**config.mk**
```make
export PLATFORM = sky130hd
export DESIGN_NAME = rba_isqrt
export DESIGN_NICKNAME = d
export VERILOG_FILES = /design/src/hw/rtl/rba_pkg.sv /design/src/hw/rtl/rba_isqrt.sv
export SDC_FILE = /design/constraint.sdc
export NUM_CORES = 1
export LEC_CHECK = 0
export BUFFER_PORTS_ARGS = -buffer_cell sky130_fd_sc_hd__buf_4
export CORE_MARGIN = 4
export CORE_UTILIZATION = 40
export DETAILED_ROUTE_END_ITERATION = 7
export PLACE_DENSITY = 0.67
export RECOVER_POWER = 50
export SLEW_MARGIN = 5
export SYNTH_ARGS = -nofsm -noshare
export SYNTH_HDL_FRONTEND = slang
export SYNTH_SLANG_ARGS = --single-unit
```
**constraint.sdc**
```tcl
create_clock -name clock -period 4.11 [get_ports clock]
set_clock_uncertainty 0.2 [all_clocks]
set_input_delay 0.2055 -clock clock [delete_from_list [all_inputs] [get_ports clock]]
set_output_delay 0.2055 -clock clock [all_outputs]
set_load 0.01 [all_outputs]
```
**src/hw/rtl/rba_pkg.sv**
```systemverilog
// rba_pkg: word types, mode and register codes for the radial bin accumulator
// no dependencies
`timescale 1ns / 1ps
`default_nettype none
package rba_pkg;

   localparam logic [2:0] MODE_SAMPLE   = 3'd0;
   localparam logic [2:0] MODE_END_SNAP = 3'd1;
   localparam logic [2:0] MODE_READ     = 3'd2;
   localparam logic [2:0] MODE_LOAD_WGT = 3'd3;
   localparam logic [2:0] MODE_CLEAR    = 3'd4;

   localparam logic [1:0] CFG_GRID_SIZE  = 2'd0;
   localparam logic [1:0] CFG_ROW_OFFSET = 2'd1;
   localparam logic [1:0] CFG_INV_SCALE  = 2'd2;
   localparam logic [1:0] CFG_BIN_COUNT  = 2'd3;

   localparam int R2_W       = 24;
   localparam int ROOT_W     = 12;
   localparam int ROOT_STEPS = 12;
   localparam int SEL_W      = 13;

   localparam logic signed [63:0] OUT_MAX_W = 64'sh0000_7FFF_FFFF_FFFF;
   localparam logic signed [63:0] OUT_MIN_W = -64'sh0000_8000_0000_0000;

   typedef struct packed {
      logic [2:0]         mode;
      logic [9:0]         col_index;
      logic [9:0]         row_index;
      logic signed [31:0] sample_value;
      logic [8:0]         bin_select;
      logic [24:0]        weight_value;
   } req_word_type;

   typedef struct packed {
      logic signed [47:0] bin_sum;
      logic [15:0]        snapshot_count;
      logic               sample_binned;
      logic               saturated;
   } rsp_word_type;

endpackage
`default_nettype wire

```
**src/hw/rtl/rba_isqrt.sv**
```systemverilog
// rba_isqrt: iterative integer square root, two radicand bits per cycle,
// rounded to nearest; depends on rba_pkg
`timescale 1ns / 1ps
`default_nettype none
module rba_isqrt import rba_pkg::*; (
   input  wire logic              clock,
   input  wire logic              reset,
   input  wire logic              start,
   input  wire logic [R2_W-1:0]   r2,
   output logic                   done,
   output logic [ROOT_W-1:0]      bin
);

   logic              busy_ff;
   logic [3:0]        cnt_ff;
   logic [R2_W-1:0]   src_ff;
   logic [ROOT_W-1:0] root_ff;
   logic [15:0]       rem_ff;
   logic              done_ff;
   logic [ROOT_W-1:0] bin_ff;

   logic [15:0]       cur;
   logic [15:0]       trial;
   logic              ge;
   logic [ROOT_W-1:0] root_in;
   logic [15:0]       rem_in;

   always_comb begin
      cur     = {rem_ff[13:0], src_ff[R2_W-1 -: 2]};
      trial   = {2'b00, root_ff, 2'b01};
      ge      = (cur >= trial);
      root_in = {root_ff[ROOT_W-2:0], ge};
      rem_in  = ge ? (cur - trial) : cur;
   end

   always_ff @(posedge clock) begin
      if (reset) begin
         busy_ff <= 1'b0;
         done_ff <= 1'b0;
         cnt_ff  <= '0;
      end else begin
         done_ff <= 1'b0;
         if (start) begin
            busy_ff <= 1'b1;
            cnt_ff  <= '0;
            src_ff  <= r2;
            root_ff <= '0;
            rem_ff  <= '0;
         end else if (busy_ff) begin
            src_ff  <= {src_ff[R2_W-3:0], 2'b00};
            root_ff <= root_in;
            rem_ff  <= rem_in;
            cnt_ff  <= cnt_ff + 4'd1;
            if (cnt_ff == 4'(ROOT_STEPS - 1)) begin
               busy_ff <= 1'b0;
               done_ff <= 1'b1;
               bin_ff  <= root_in + ROOT_W'(rem_in > {4'b0000, root_in});
            end
         end
      end
   end

   assign done = done_ff;
   assign bin  = bin_ff;

endmodule
`default_nettype wire

```
==> results.cfg <==
[status]
outcome = finished, violations left
violations = setup timing

[synthesis]
post-synth-top-area-fraction_pct = 46.5
synth_area_leaders = edfxtp_1, ha_1, mux2_2, nor2_1, xnor2_1
synth_nets = 405
synthArstFlopShare_pct = 0
synthTopCellsByCount = edfxtp_1, nor2_1, ha_1
ys_ff_latch = 68
yosys_warnings = 0
synth_ff_type = edfxtp_1
netlist_instances = 349
ys_seq_area_share_pct = 49.5
synth_cell_type_count = 45
avgSynthCellArea_um2 = 11.5
synth_edf_count = 62
synthesis.area_um2 = 4000
synth_top_area_cell = edfxtp_1
synth_most_common_cell = edfxtp_1

[sta]
rsz0062_at_grt = true
setup_viol = 12
min_period_ps = 4500
slew_headroom_pct = 40.9
fmax_mhz = 222
finalHoldViolations = 0
slew_violations = 0
whs_ps = 204
fin_ws_ps = -389
finalCritPeriodShare_pct = 109
setup_tns_ps = -3510
worst_pin_slew_ps = 880

[route]
drt_iter0_markers = 109
drt_first_pass_iters = 4
wire_per_inst_um = 16.5
drc = 0
viasPerCell = 5.13
vias = 3319
ant_nets = 0
drt-total-wl_um = 10700

[grt]
grt_pass1_vias = 3481
antenna_found_initial = 0
grt.total_usage_pct = 18.9
grt_max_degree = 52
grt_pass1_wl_um = 16800
grt_overflow_total = 0

[critical_path]
cp.required_ps = 4020
path_max_fanout = 4
arrival_ps = 4410
worstSetupStartpointType = flop
rrSetupSlack_ps = -390
cp-end-kind = flop
crit_type = flop to flop

[floorplan]
die_w_um = 108
rows = 36
fp.dieArea_um2 = 11700
die_y_um = 108
core_area_um2 = 9770
pin_count = 40
initial_core_util_pct = 40.9

[pwr]
power_w = 0.00221
power_density_nw_per_um2 = 374
ir_drop_mv = 0.223
p_leak_nw = 2.43

[worst_hold_path]
min-delay-path-class = input port to flop

[clock_tree]
clkLatencyLatePin_ps = 360
numCtsBuffers = 9
cts_sinks = 68
cts_buffer_depth = 2
clk_pin_slew_ps = 80
ctsRootBufferMaster = clkbuf_8
cts_tree = yes
h-tree-depth = 3

[finish]
seq_area_um2 = 1980
multi_input_area_um2 = 2250
syn_to_final_growth_pct = 47.9
nNetsFinal = 565
antennaDiodeCount = 0
finalInstanceArea_um2 = 5920
layout-drive-gt1-share_pct = 44.4
fillers = 785

[placed_design]
place_ws_ps = -308
gp_congestion = 0.948
postPlaceCellArea_um2 = 5100
io_buffers = 39
dp_hpwl_um = 6830

[job]
max_cap_viol_count = 0
logic make-up after synthesis:
logic type	share of synthesized area, %
AO/OA/AOI/OAI	10.7
XOR/XNOR	5.03
adder cells (fa/ha/maj)	9.07
buffers and inverters	2.75
flip-flops	49.5
multiplexers	9.72
AND/OR/NAND/NOR	13.2
final timing paths:
| check | depth (start not counted) | startpoint | end |
|---|---|---|---|
| setup / recovery | 20 | root_ff[9] | bin[10] |
| hold / removal | 2 | start | root_ff[11] |
| setup reg to reg | 20 | root_ff[9] | bin[10] |
| hold reg to reg | 2 | cnt_ff[1] | cnt_ff[1] |
state kept, by name (all words and copies together) (netlist names):
signal / count
busy_ff: 1
done: 1
root_ff: 12
rem_ff: 14
src_ff: 24
bin: 12
cnt_ff: 4
layout make-up:
type	instances	area share, %
flip-flops and latches	68	33.5
multi-input cells	254	38.0
inverters	19	1.33
well taps	133	2.81
clock buffers	12	2.28
clock inverters	4	0.888
repair buffers	157	21.2
placed cells by master, fill, tap and decap left out, types with 11 or more instances in the layout:
cell type      count
nor2_1            38
dlygate4sd3_1     25
ha_4              11
edfxtp_1          62
buf_4            127
ha_1              17
mux2_2            23
a21oi_1           11
xnor2_1           15
inv_1             16
power by group:
group          leakage [nW]  internal, W  switching (W)
registers             0.641     0.000811      0.0000211
clock network        0.0945     0.000282       0.000267
logic                  1.70     0.000437       0.000396
critical path: stages (launching register included):
cell and delay [ps]:
edfxtp_1 390, inv_1 140, ha_4 230, a21o_1 220, o31ai_4 270, nand2_2 170
buf_4 180, or3_4 320, o21a_1 120, ha_1 320, nand4_1 190, nor2_1 110
a211oi_2 260, nand2_1 110, a211oi_2 200, nand4_1 180, ha_4 230, ha_4 180
nand3_4 80, nor3_2 50, xnor2_1 110
per-stage QoR:
| stage | util (%) | std cells |
|---|---|---|
| final | 60.5 | 647 |
| after global routing | 60.5 | 647 |
| after CTS | 58.9 | 641 |
| after detailed placement | 52.2 | 590 |
| after global placement | 52.2 | 590 |
| after floorplan | - | 349 |
what timing repair did:
action	CTS	global route
hold endpoints to repair	25	0
setup buffers	10	6
pin swaps	15	12
resized for setup	26	24
setup endpoints to repair	11	12
hold buffers	25	0
routing by layer:
| metal | share of wire (%) | up-vias | track usage, % |
|---|---|---|---|
| li1 | - | 1603 | - |
| met5 | 0 | - | 0 |
| met1 | 38 | 1580 | 20.7 |
| met3 | 5.2 | 32 | 5.07 |
| met2 | 53 | 104 | 33.3 |
| met4 | 4.0 | 0 | 10.2 |
Power figures use the tool's default switching activity.
