--- src/hw/rtl/rba_pkg.sv ---
// rba_pkg: word types, mode and register codes for the radial bin accumulator
// no dependencies
`timescale 1ns / 1ps
`default_nettype none
package rba_pkg;

   localparam logic [2:0] MODE_SAMPLE   = 3'd0;
   localparam logic [2:0] MODE_END_SNAP = 3'd1;
   localparam logic [2:0] MODE_READ     = 3'd2;
   localparam logic [2:0] MODE_LOAD_WGT = 3'd3;
   localparam logic [2:0] MODE_CLEAR    = 3'd4;

   localparam logic [1:0] CFG_GRID_SIZE  = 2'd0;
   localparam logic [1:0] CFG_ROW_OFFSET = 2'd1;
   localparam logic [1:0] CFG_INV_SCALE  = 2'd2;
   localparam logic [1:0] CFG_BIN_COUNT  = 2'd3;

   localparam int R2_W       = 24;
   localparam int ROOT_W     = 12;
   localparam int ROOT_STEPS = 12;
   localparam int SEL_W      = 13;

   localparam logic signed [63:0] OUT_MAX_W = 64'sh0000_7FFF_FFFF_FFFF;
   localparam logic signed [63:0] OUT_MIN_W = -64'sh0000_8000_0000_0000;

   typedef struct packed {
      logic [2:0]         mode;
      logic [9:0]         col_index;
      logic [9:0]         row_index;
      logic signed [31:0] sample_value;
      logic [8:0]         bin_select;
      logic [24:0]        weight_value;
   } req_word_type;

   typedef struct packed {
      logic signed [47:0] bin_sum;
      logic [15:0]        snapshot_count;
      logic               sample_binned;
      logic               saturated;
   } rsp_word_type;

endpackage
`default_nettype wire

--- src/hw/rtl/rba_scale.sv ---
// rba_scale: Q1.24 scaling of an accumulator with rounding and saturation,
// two partial products through one shared 32x25 multiplier; uses rba_pkg
`timescale 1ns / 1ps
`default_nettype none
module rba_scale import rba_pkg::*; #(
   parameter int ACC_BITS = 48
) (
   input  wire logic                       clock,
   input  wire logic                       reset,
   input  wire logic                       start,
   input  wire logic signed [ACC_BITS-1:0] a,
   input  wire logic [24:0]                f,
   output logic                            done,
   output logic signed [ACC_BITS-1:0]      result,
   output logic                            sat
);

   localparam logic [1:0] SC_IDLE = 2'd0;
   localparam logic [1:0] SC_HI   = 2'd1;
   localparam logic [1:0] SC_LO   = 2'd2;
   localparam logic [1:0] SC_FIN  = 2'd3;

   localparam logic signed [ACC_BITS-1:0] ACC_MAX = {1'b0, {(ACC_BITS-1){1'b1}}};
   localparam logic signed [ACC_BITS-1:0] ACC_MIN = {1'b1, {(ACC_BITS-1){1'b0}}};

   logic [1:0]                 state_ff;
   logic                       neg_ff;
   logic [63:0]                mag_ff;
   logic [24:0]                f_ff;
   logic [56:0]                prod_ff;
   logic [56:0]                hi_ff;
   logic                       done_ff;
   logic                       sat_ff;
   logic signed [ACC_BITS-1:0] result_ff;

   logic signed [63:0]         a64;
   logic [31:0]                mul_a;
   logic [56:0]                prod_in;
   logic [33:0]                rnd;
   logic [65:0]                r;
   logic [65:0]                nr;
   logic [65:0]                lim;
   logic                       ovf;

   always_comb begin
      a64     = 64'(a);
      mul_a   = (state_ff == SC_HI) ? mag_ff[63:32] : mag_ff[31:0];
      prod_in = 57'(mul_a) * 57'(f_ff);
      rnd     = 34'(({1'b0, prod_ff} + 58'(24'h80_0000)) >> 24);
      r       = {1'b0, hi_ff, 8'h00} + 66'(rnd);
      nr      = 66'd0 - r;
      lim     = (66'd1 << (ACC_BITS - 1)) - 66'(!neg_ff);
      ovf     = (hi_ff[56:55] != 2'b00) || (r > lim);
   end

   always_ff @(posedge clock) begin
      if (reset) begin
         state_ff <= SC_IDLE;
         done_ff  <= 1'b0;
      end else begin
         done_ff <= 1'b0;
         case (state_ff)
            SC_IDLE: begin
               if (start) begin
                  neg_ff   <= a[ACC_BITS-1];
                  mag_ff   <= a[ACC_BITS-1] ? (64'd0 - a64) : a64;
                  f_ff     <= f;
                  state_ff <= SC_HI;
               end
            end
            SC_HI: begin
               prod_ff  <= prod_in;
               state_ff <= SC_LO;
            end
            SC_LO: begin
               hi_ff    <= prod_ff;
               prod_ff  <= prod_in;
               state_ff <= SC_FIN;
            end
            SC_FIN: begin
               done_ff <= 1'b1;
               sat_ff  <= ovf;
               if (ovf) begin
                  result_ff <= neg_ff ? ACC_MIN : ACC_MAX;
               end else begin
                  result_ff <= neg_ff ? nr[ACC_BITS-1:0] : r[ACC_BITS-1:0];
               end
               state_ff <= SC_IDLE;
            end
            default: state_ff <= SC_IDLE;
         endcase
      end
   end

   assign done   = done_ff;
   assign result = result_ff;
   assign sat    = sat_ff;

endmodule
`default_nettype wire

--- config.mk ---
export PLATFORM = sky130hd
export DESIGN_NAME = rba_scale
export DESIGN_NICKNAME = d
export VERILOG_FILES = /design/src/hw/rtl/rba_pkg.sv /design/src/hw/rtl/rba_scale.sv
export SDC_FILE = /design/constraint.sdc
export NUM_CORES = 2
export LEC_CHECK = 0
export BUFFER_PORTS_ARGS = -buffer_cell sky130_fd_sc_hd__buf_2
export CORE_ASPECT_RATIO = 1.75
export CORE_UTILIZATION = 30
export CTS_BUF_LIST = sky130_fd_sc_hd__clkbuf_16
export CTS_CLUSTER_DIAMETER = 120
export DETAILED_ROUTE_END_ITERATION = 7
export SETUP_SLACK_MARGIN = 0.1
export SYNTH_ARGS = -nofsm -noshare
export SYNTH_HDL_FRONTEND = slang
export SYNTH_SLANG_ARGS = --single-unit
--- constraint.sdc ---
create_clock -name clock -period 10.4 [get_ports clock]
set_input_delay 1.04 -clock clock [delete_from_list [all_inputs] [get_ports clock]]
set_output_delay 1.04 -clock clock [all_outputs]
set_load 0.05 [all_outputs]
==> impl_metrics.json <==
{
  "ys_warn_count": 0,
  "grt_max_degree": 73,
  "place_congestion": 0.9386,
  "die_h_um": 491.1,
  "finClkSkew_ns": 0.03877,
  "crit_start": "state_ff[0]",
  "clkTransAtPathRegs_ns": 0.07,
  "layout-drive-gt1-share_pct": 6.880,
  "track_usage_pct": 18.02,
  "firstDrtPassIters": 5,
  "ctsHoldBuffers": 0,
  "cp.buffers_inverters": 6,
  "area_growth_pct": 8.392,
  "path_class": "flop to flop",
  "fillers": 14140,
  "cts-root-buf": "clkbuf_16",
  "die-area_mm2": 0.1383,
  "cp_data_arrival_time_ns": 9.99,
  "fin_nets": 5392,
  "crit_top_cell": "fa_1",
  "setup_viol": 0,
  "num_rows": 179,
  "ant_nets": 0,
  "hold_violations": 0,
  "yosys_register_bits": 241,
  "die_x_um": 281.5,
  "fin_crit_ns": 9.640,
  "critPathSlowestCell": "a211oi_1",
  "ys_seq_area_share_pct": 17.57,
  "first_global_vias": 33050,
  "syn_nets": 5396,
  "drcViolationCount": 0,
  "vias_per_cell": 5.014,
  "fmaxAchievable_ghz": 0.1037,
  "wire_per_inst_um": 20.11,
  "avgSynthCellArea_um2": 9.410,
  "critPathMaxStageDelay_ns": 0.77,
  "port_buffers": 125,
  "synth_edf_count": 238,
  "cts_setup_buffers": 0,
  "fin_crit_sh_pct": 92.69,
  "slew_violations": 0,
  "cap_violations": 0,
  "wl_mm": 124.4,
  "synth_ff_type": "edfxtp_1",
  "netlist_area_mm2": 0.04102,
  "hpwl_mm": 100.4,
  "critPathLaunchType": "flop",
  "rsz0062_at_grt": "false",
  "vias": 31030,
  "grt_pass1_wl_mm": 190.6,
  "worst_pin_slew_ns": 1.191,
  "final_cell_mix": "inv_1, fa_1, nand2_1",
  "max_slew_margin_pct": 20.58,
  "cts-resized-gates": 0,
  "cpLargestDelayFamily": "adder cells",
  "async_flop_share_pct": 0,
  "crit_fanout": 25,
  "cts.sinks": 241,
  "core_mm2": 0.1357,
  "r2r_start": "state_ff[0]",
  "worstHoldPathType": "flop to flop",
  "start_util_pct": 30.22,
  "synthCells": 4359,
  "hold_depth": 0,
  "numCtsBuffers": 26,
  "clk_path_buf_depth": 3,
  "setup_tns_ns": 0,
  "drt-initial-drc-count": 1679,
  "critPathCaptureType": "flop",
  "h-tree-depth": 1,
  "path_depth": 26,
  "synth.distinct_cells": 90,
  "status": "completed",
  "worstSkewPairLatency_ns": 0.62,
  "final_common_cell": "inv_1",
  "required_ns": 10.75,
  "pin_count": 126,
  "antenna_found_initial": 3,
  "hold_start": "prod_ff[0]",
  "grt-ovfl-total": 0,
  "cts_tree": "done",
  "ff2ff_path_depth": 26
}
[cells in the mapped netlist, types with 14 or more instances]
master / n / share of area [%]
nand2_1: 507 / 4.6
nand3_1: 58 / 0.71
o21ai_0: 93 / 1.1
a31oi_1: 20 / 0.31
o21a_1: 20 / 0.37
mux2i_1: 26 / 0.63
or2_2: 16 / 0.24
or4_1: 14 / 0.26
or3_1: 28 / 0.43
and3_1: 24 / 0.37
and2_1: 430 / 6.6
and4_1: 17 / 0.36
buf_2: 18 / 0.22
ha_1: 273 / 8.3
xor2_1: 39 / 0.83
inv_1: 796 / 7.3
nor3_1: 37 / 0.45
mux2_2: 18 / 0.49
nand2b_1: 15 / 0.23
o211ai_1: 19 / 0.35
xnor2_1: 119 / 2.5
a21o_1: 60 / 1.1
clkbuf_1: 180 / 1.6
o31ai_1: 25 / 0.46
nor2_1: 120 / 1.1
fa_1: 688 / 34
nand4_1: 39 / 0.59
o22ai_1: 39 / 0.59
edfxtp_1: 238 / 17
a21oi_1: 116 / 1.4
a211oi_1: 31 / 0.57
nor4_1: 51 / 0.78
buf_1: 17 / 0.16
[path summary, 6_finish.rpt]
kind | to | slack (ns)
hold / removal | hi_ff[0] | 0.38
hold reg to reg | hi_ff[0] | 0.38
setup / recovery | prod_ff[56] | 0.76
setup reg to reg | prod_ff[56] | 0.76
[per-stage QoR]
step	setup WS, ns	hold WS, ns	utilization, %	cells	instance area [um^2]
3_3_place_gp	1.206	0.4038	32.09	6137	43560
5_1_grt	0.3431	0.4112	32.76	6187	44460
3_5_place_dp	1.066	0.4045	32.09	6137	43560
4_1_cts	1.026	0.3875	32.75	6185	44450
6_report	0.7603	0.3844	32.76	6188	44460
2_1_floorplan	2.214	0.4003	-	4359	41020
[sequential cells by signal (all words and copies together), names as in the netlist]
register  cells
hi_ff        57
prod_ff      57
mag_ff       49
result       48
f_ff         25
state_ff      2
done          1
neg_ff        1
sat           1
[cell type report]
type,count,area (um^2),share of cell area [%]
Antenna cell,3,7.507,0.01689
Clock buffer,26,650.6,1.463
Clock inverter,22,245.2,0.5516
Inverter,796,2988,6.721
Multi-Input combinational cell,3106,30030,67.54
Sequential cell,241,7207,16.21
Tap cell,1810,2265,5.094
Timing Repair Buffer,184,1069,2.403
[routing by layer]
layer  track usage (%)  up-vias  routed length [um]
met4             11.04        0                8799
met3             1.930      380                5887
met2             33.23     1059               65370
met1             19.46    15620               44370
met5                 0        -                   0
li1                  -    13970                   -
[logic make-up (layout without fill, tap and decap cells)]
kind of cell	Yosys count	count (layout)	synth area share, %
mux	44	44	1.129
fa+ha+maj	961	961	41.91
buf+inv	1012	1028	9.319
xor+xnor	158	158	3.374
flops	241	241	17.57
simple gates	1410	1410	17.95
compound gates	532	532	8.740
other cells	1	4	0.009143
Power is left out: the tool's default activity adds up to more than one toggle a clock period on the data nets, which glitch-free logic cannot reach.
